$ cat src/rtl/rkt_pkg.sv
package rkt_pkg;

    // Table geometry
    localparam int SLOTS      = 64;
    localparam int SLOT_BITS  = $clog2(SLOTS);
    localparam int TOP_BITS   = $clog2(SLOTS + 1);
    localparam int COUNT_BITS = 16;
    localparam int KEY_BITS   = 64;
    localparam int STS_BITS   = 2;

    localparam logic [COUNT_BITS-1:0] COUNT_MAX = '1;

    // Request opcodes
    localparam logic OP_ADD    = 1'b0;
    localparam logic OP_REMOVE = 1'b1;

    // Response status codes
    localparam logic [STS_BITS-1:0] ST_OK     = 2'd0;
    localparam logic [STS_BITS-1:0] ST_FULL   = 2'd1;
    localparam logic [STS_BITS-1:0] ST_ABSENT = 2'd2;

    // Free stack control from the sequencer
    typedef struct packed {
        logic                 rd;
        logic                 pop;
        logic                 push;
        logic [SLOT_BITS-1:0] push_slot;
    } t_stk_ctl;

    // Free stack status back to the sequencer
    typedef struct packed {
        logic empty;
        logic full;
    } t_stk_sts;

    // One pending response
    typedef struct packed {
        logic [STS_BITS-1:0]   status;
        logic [SLOT_BITS-1:0]  slot_out;
        logic [COUNT_BITS-1:0] ref_total;
        logic                  released;
    } t_rsp;

endpackage

$ cat src/rtl/rkt_free_stack.sv
module rkt_free_stack (
    input  logic                          i_clk,
    input  logic                          i_rst_n,
    input  rkt_pkg::t_stk_ctl             i_ctl,
    output rkt_pkg::t_stk_sts             o_sts,
    output logic [rkt_pkg::SLOT_BITS-1:0] o_slot
);

    // LIFO of free slot numbers; top entry sits at index SLOTS - r_top
    logic [rkt_pkg::SLOT_BITS-1:0] m_stack [rkt_pkg::SLOTS];
    logic [rkt_pkg::SLOTS-1:0]     r_ent_vld;
    logic [rkt_pkg::TOP_BITS-1:0]  r_top;
    logic [rkt_pkg::TOP_BITS-1:0]  n_top;
    logic [rkt_pkg::SLOT_BITS-1:0] r_rd_data;
    logic [rkt_pkg::SLOT_BITS-1:0] r_rd_addr;
    logic                          r_rd_vld;
    logic [rkt_pkg::TOP_BITS-1:0]  rd_ptr;
    logic [rkt_pkg::TOP_BITS-1:0]  wr_ptr;

    assign rd_ptr = rkt_pkg::TOP_BITS'(rkt_pkg::SLOTS) - r_top;
    assign wr_ptr = rkt_pkg::TOP_BITS'(rkt_pkg::SLOTS - 1) - r_top;

    assign o_sts.empty = (r_top == '0);
    assign o_sts.full  = (r_top == rkt_pkg::TOP_BITS'(rkt_pkg::SLOTS));

    // An entry never written holds its own index
    assign o_slot = r_rd_vld ? r_rd_data : r_rd_addr;

    // Top pointer
    always_comb begin
        n_top = r_top;
        if (i_ctl.pop) begin
            n_top = r_top - rkt_pkg::TOP_BITS'(1);
        end else if (i_ctl.push) begin
            n_top = r_top + rkt_pkg::TOP_BITS'(1);
        end
    end

    always_ff @(posedge i_clk) begin
        if (!i_rst_n) begin
            r_top     <= rkt_pkg::TOP_BITS'(rkt_pkg::SLOTS);
            r_ent_vld <= '0;
        end else begin
            r_top <= n_top;
            if (i_ctl.push) begin
                r_ent_vld[wr_ptr[rkt_pkg::SLOT_BITS-1:0]] <= 1'b1;
            end
        end
    end

    // Stack storage, registered read of the top entry
    always_ff @(posedge i_clk) begin
        if (i_ctl.push) begin
            m_stack[wr_ptr[rkt_pkg::SLOT_BITS-1:0]] <= i_ctl.push_slot;
        end
        if (i_ctl.rd) begin
            r_rd_data <= m_stack[rd_ptr[rkt_pkg::SLOT_BITS-1:0]];
            r_rd_vld  <= r_ent_vld[rd_ptr[rkt_pkg::SLOT_BITS-1:0]];
            r_rd_addr <= rd_ptr[rkt_pkg::SLOT_BITS-1:0];
        end
    end

`ifndef ASSERT_OFF
    a_no_push_full: assert property (@(posedge i_clk) disable iff (!i_rst_n)
        i_ctl.push |-> !o_sts.full)
        else $error("push onto a full free stack");

    a_no_pop_empty: assert property (@(posedge i_clk) disable iff (!i_rst_n)
        i_ctl.pop |-> !o_sts.empty)
        else $error("pop from an empty free stack");

    a_pop_dec: assert property (@(posedge i_clk) disable iff (!i_rst_n)
        i_ctl.pop |=> r_top == $past(r_top) - rkt_pkg::TOP_BITS'(1))
        else $error("free stack top did not drop on pop");
`endif

endmodule

$ cat config.mk
export PLATFORM = sky130hd
export DESIGN_NAME = rkt_free_stack
export DESIGN_NICKNAME = d
export VERILOG_FILES = /design/src/rtl/rkt_pkg.sv /design/src/rtl/rkt_free_stack.sv
export SDC_FILE = /design/constraint.sdc
export NUM_CORES = 1
export LEC_CHECK = 0
export BUFFER_PORTS_ARGS = -buffer_cell sky130_fd_sc_hd__buf_4
export CAP_MARGIN = 20
export CELL_PAD_IN_SITES_DETAIL_PLACEMENT = 1
export CELL_PAD_IN_SITES_GLOBAL_PLACEMENT = 1
export CORE_UTILIZATION = 55
export CTS_CLUSTER_SIZE = 16
export DETAILED_ROUTE_END_ITERATION = 8
export GPL_ROUTABILITY_DRIVEN = 0
export PLACE_DENSITY_LB_ADDON = 0.1
export SYNTH_ARGS = -nofsm -noshare
export SYNTH_HDL_FRONTEND = slang
export SYNTH_SLANG_ARGS = --single-unit
$ cat constraint.sdc
create_clock -name i_clk -period 3.36 [get_ports i_clk]
set_input_delay 0.336 -clock i_clk [delete_from_list [all_inputs] [get_ports i_clk]]
set_output_delay 0.336 -clock i_clk [all_outputs]
set_load 0.01 [all_outputs]
# Word-level counts from Yosys, hierarchy flattened
# Memories as Yosys holds them, arrays and structs flattened. A register that Yosys moved wholly into a read port is not among the register bits.
# Cells that the tools add are included.
# Widths: inputs -> output; s select.
# classes
n_div,0
n_eq_ne,1
n_mux,9
reduce_logical,3
n_bitwise,1
shift,0
n_addsub,4
magnitude_cmp,3
multipliers,0
# ops
op,n
$or 64x64->64,1
$lt 6x7->1 const B,2
$mux 7,2
$add 7x1->7 const B,1
$eq 7x7->1 const B,1
$logic_not 7->1,1
$sub 7x1->7 const B,1
$bmux 1 s6,1
$demux 1 s6,1
$ge 6x1->1 const B,1
$mux 6,1
$sub 1x6->6 const A,1
$sub 6x6->6 const A,1
$mux 1,4
$reduce_bool 2->1,1
$logic_and 1x1->1,1
# word_totals
latch_bits,0
input_bits,11
reg_bits,78
mem_count,1
ram_bits,384
output_inout_bits,8
romBits,0
# memory_table
name,words,width,rd,rd_ports_with_merged_regs,wr,line_no,source
m_stack,64,6,1,1,1,rkt_free_stack.sv:10,logic [rkt_pkg::SLOT_BITS-1:0] m_stack [rkt_pkg::SLOTS];

# Longest topological paths before layout
# depth
ltp_word,6
depth_mapped,14
mapped_depth_nobuf,9

# Worst setup path before layout
# No wires, ideal clock.
# synth_timing
path_type,reg-to-reg
from,reg r_top[0] in the netlist's numbering
to,"reg r_rd_data[2] in the netlist's numbering, read port of m_stack (data pin)"
setup_time_ps,276
arrival_time_ps,2816
stages_incl_launch_ff,13
synth_period_minus_slack_ps,3093
slack_ps,267
cell_sequence,dfxtp_1 > buf_6 > buf_12 > buf_12 > buf_2 > inv_1 > ha_1 > buf_2 > clkbuf_1 > mux4_2 > mux4_2 > a32oi_1 > o21ai_1
# synth_between
elab_chain_len,1
# synth_rtl
item,line_no,source
from (decl),rkt_free_stack.sv:12,logic [rkt_pkg::TOP_BITS-1:0] r_top;
from (signal assigned),rkt_free_stack.sv:41,r_top <= rkt_pkg::TOP_BITS'(rkt_pkg::SLOTS);
from (signal assigned),rkt_free_stack.sv:44,r_top <= n_top;
$sub 1x6->6,rkt_free_stack.sv:20,assign rd_ptr = rkt_pkg::TOP_BITS'(rkt_pkg::SLOTS) - r_top;
"net rd_ptr, one bit",rkt_free_stack.sv:17,logic [rkt_pkg::TOP_BITS-1:0] rd_ptr;
to (decl),rkt_free_stack.sv:14,logic [rkt_pkg::SLOT_BITS-1:0] r_rd_data;
# The timed path passes the listed nets, and every way through them passes these cells.
# A chain may end at the register's enable or synchronous reset.

# Worst setup path in the final report
# layout_timing
from,reg r_top[0] in the netlist's numbering
to,"reg r_rd_data[0] in the netlist's numbering, read port of m_stack (data pin)"
# Same word-level chain as after synthesis.

==> metrics <==
DRT Pass-1 Iters=5; post-synthesis compound-gate area fraction=4.42%; post-synth design cell area=18,500 um2; commonest cells after routing, fill and taps aside=edfxtp_1 (397), mux4_2 (115), buf_4 (73), dfxtp_1 (70), o21a_1 (64); critical path cell sequence=inv_1, ha_4, buf_12, mux4_2, nand2_1, a21oi_1, a21oi_1, o221ai_1; antenna cell count=0; grt ovf=0; initial antenna violation count=1; number of buffers created by CTS=46; met3 WL post-DR=2940 um; FILL cells=2,778; crit path time final=3100 ps; Routed WL=44,200 um; CTS resizes=0; clk_skew=21.7 ps; commonest non-fill, non-tap cell in the layout=edfxtp_1; Synth Flop Type=edfxtp_1; xor/xnor share of the synthesized area=0.555%; Crit. End Element=flip-flop; RSZ-0062 raised after global routing=no; chip height=185 um; top cells by area, synth=edfxtp_1 (64%), mux4_2 (14%), dfxtp_1 (7.7%), o21a_1 (2.6%), nor2_1 (1.3%); Yosys Warn Count=0; post-CTS setup buffer count=0; global-route wire length before repair=65,900 um; PortBufs=18; H-tree Lvls=2; DRT iter0 DRCs=997; hold_buf cts=0; area grow syn2layout=13.2%; final number of setup-violating endpoints=0; critical path's slowest cell=a21oi_1; routed via count=9,583; final core occ=63.9%; number of synthesized flops with an enable pin=397; full die area=34,400 um2; maximum clock frequency=323 MHz; vias in the first global route=10,230; CP max FO=47; WL met1=17,800 um; Die Width=185 um; Least-Margin Pin Slew=831 ps; Synth Area in Simple Gates=3.78%; dominant cell type by area after synthesis=edfxtp_1; Worst Hold Class=in -> reg; final hold violations=0; Cells after Synth=976; register area share after synthesis=72.1%; worst setup path class=reg -> reg; number of routed nets with antenna violations=0; startpoint types=flip-flop; FF/Latch Area=13,300 um2; CTS root buf=clkbuf_16; drt drc=0; met2 WL=22,100 um; CP max stage delay=510 ps; layout cells sized above 1=26.5%; largest net degree at the start of global routing=78; Clock Tree Buf Depth=3; Synth top area share=64.4%; VDD IR max=0.514 mV; area taken by multi-input logic gates=4840 um2; Initial Util=56.4%; Seq cells post-synth=468; CP dominant cell by count=a21oi_1; top sig layer=met5; CTS tree=yes; clock latency on the worst-skew pair=560 ps; Worst EP arrival=3360 ps; delay-heaviest family, CP=compound AO/OA/AOI/OAI gates; Pwr Density=692 nW/um2; Leakage Power=0.00687 uW; critical path data required time=3630 ps; MaxCap Viol Count=0; Via density=6.29; routed len/inst=29.0 um; combinational family with the most area after synthesis=multiplexers; Worst Path Buf+Inv=2; mux cell area share after synthesis=16.7%; hpwl dp=27,700 um; Core Box Area=32,800 um2; Slew Limit Fails=0; # IOs=19; total power=14,500 uW; total track usage=27.1%; Post-synth ARST share=0%; Period Utilization, post-route=92.2%; Syn Area/Cell=19.0 um2; sum of negative setup slack=0 ps; row count=66; clk slew on worst S/H paths=60 ps; unique cell type count in the Yosys netlist=51; Final #Nets=1,062; Post-Synth Adder-Cell Area=0.514%; Post-Synthesis Net Count=994; status=complete, no violations; Sink Count=468; Slew HR=44.5%
## final timing paths
path	slack, ps	cells past startpoint	start	to
worst max-delay path	260	8	r_top[0]	r_rd_data[0]
worst min-delay path	130	2	i_ctl[7]	r_top[1]
worst max register to register	260	8	r_top[0]	r_rd_data[0]
worst min register to register	460	1	r_ent_vld[14]	r_ent_vld[14]
## layout make-up
type | instances | share of cell area [%]
Sequential cell | 468 | 63.7
Multi-Input combinational cell | 444 | 23.1
Clock buffer | 68 | 6.67
Timing Repair Buffer | 76 | 2.90
Tap cell | 442 | 2.64
Clock inverter | 18 | 0.789
Inverter | 8 | 0.143
## worst reg2reg max path: stages, from the launching register on
cell and delay [ps]:
dfxtp_4 460, inv_1 180, ha_4 500, buf_12 300
mux4_2 430, nand2_1 100, a21oi_1 100, a21oi_1 510
o221ai_1 230
## metrics by stage
step / setup slack, ps / instance area, um2 / instances / hold slack, ps
floorplan: 267 / 18500 / 976 / 431
global placement: 425 / 19400 / 1438 / 441
detailed placement: 388 / 19400 / 1438 / 450
CTS: 313 / 20900 / 1524 / 101
global route: 169 / 20900 / 1524 / 126
finish: 262 / 20900 / 1524 / 130
## per-layer routing
metal	global-route usage, %	up-vias
met2	44.5	354
li1	-	4070
met1	36.3	5078
met3	5.11	79
met4	9.59	2
met5	0	-
## power breakdown
group          total, uW  internal (uW)  switching (uW)
logic               2630           1060            1570
registers           6650           6500             147
clock network       5220           3110            2110
total              14500          10700            3830
## state kept, by name, summed over array words and instances, names as in the netlist
register	flops
m_stack	384
r_ent_vld	64
r_top	7
r_rd_vld	1
r_rd_data	6
r_rd_addr	6
## synth_stat cells (all sizes together), types with 4 or more instances
cell / n
and2: 5
nand2: 52
xor2: 4
o221ai: 5
a221oi: 7
clkbuf: 28
edfxtp: 397
nand3: 21
mux2: 12
nor2: 64
mux2i: 16
a21oi: 16
nor2b: 4
dfxtp: 71
ha: 6
inv: 8
o21ai: 8
buf: 28
xnor2: 6
o21a: 64
nor3: 5
mux4: 123
a31oi: 5
## cell families (layout without fill, tap and decap cells)
family,Yosys count,after routing
muxes,151,151
AOI/OAI and AO/OA,115,115
DFF,468,468
xor gates and xnor gates,10,10
buffers and inverters,64,170
and+or+nand+nor,161,161
adders and majority gates,7,7
Power figures use the tool's default switching activity.
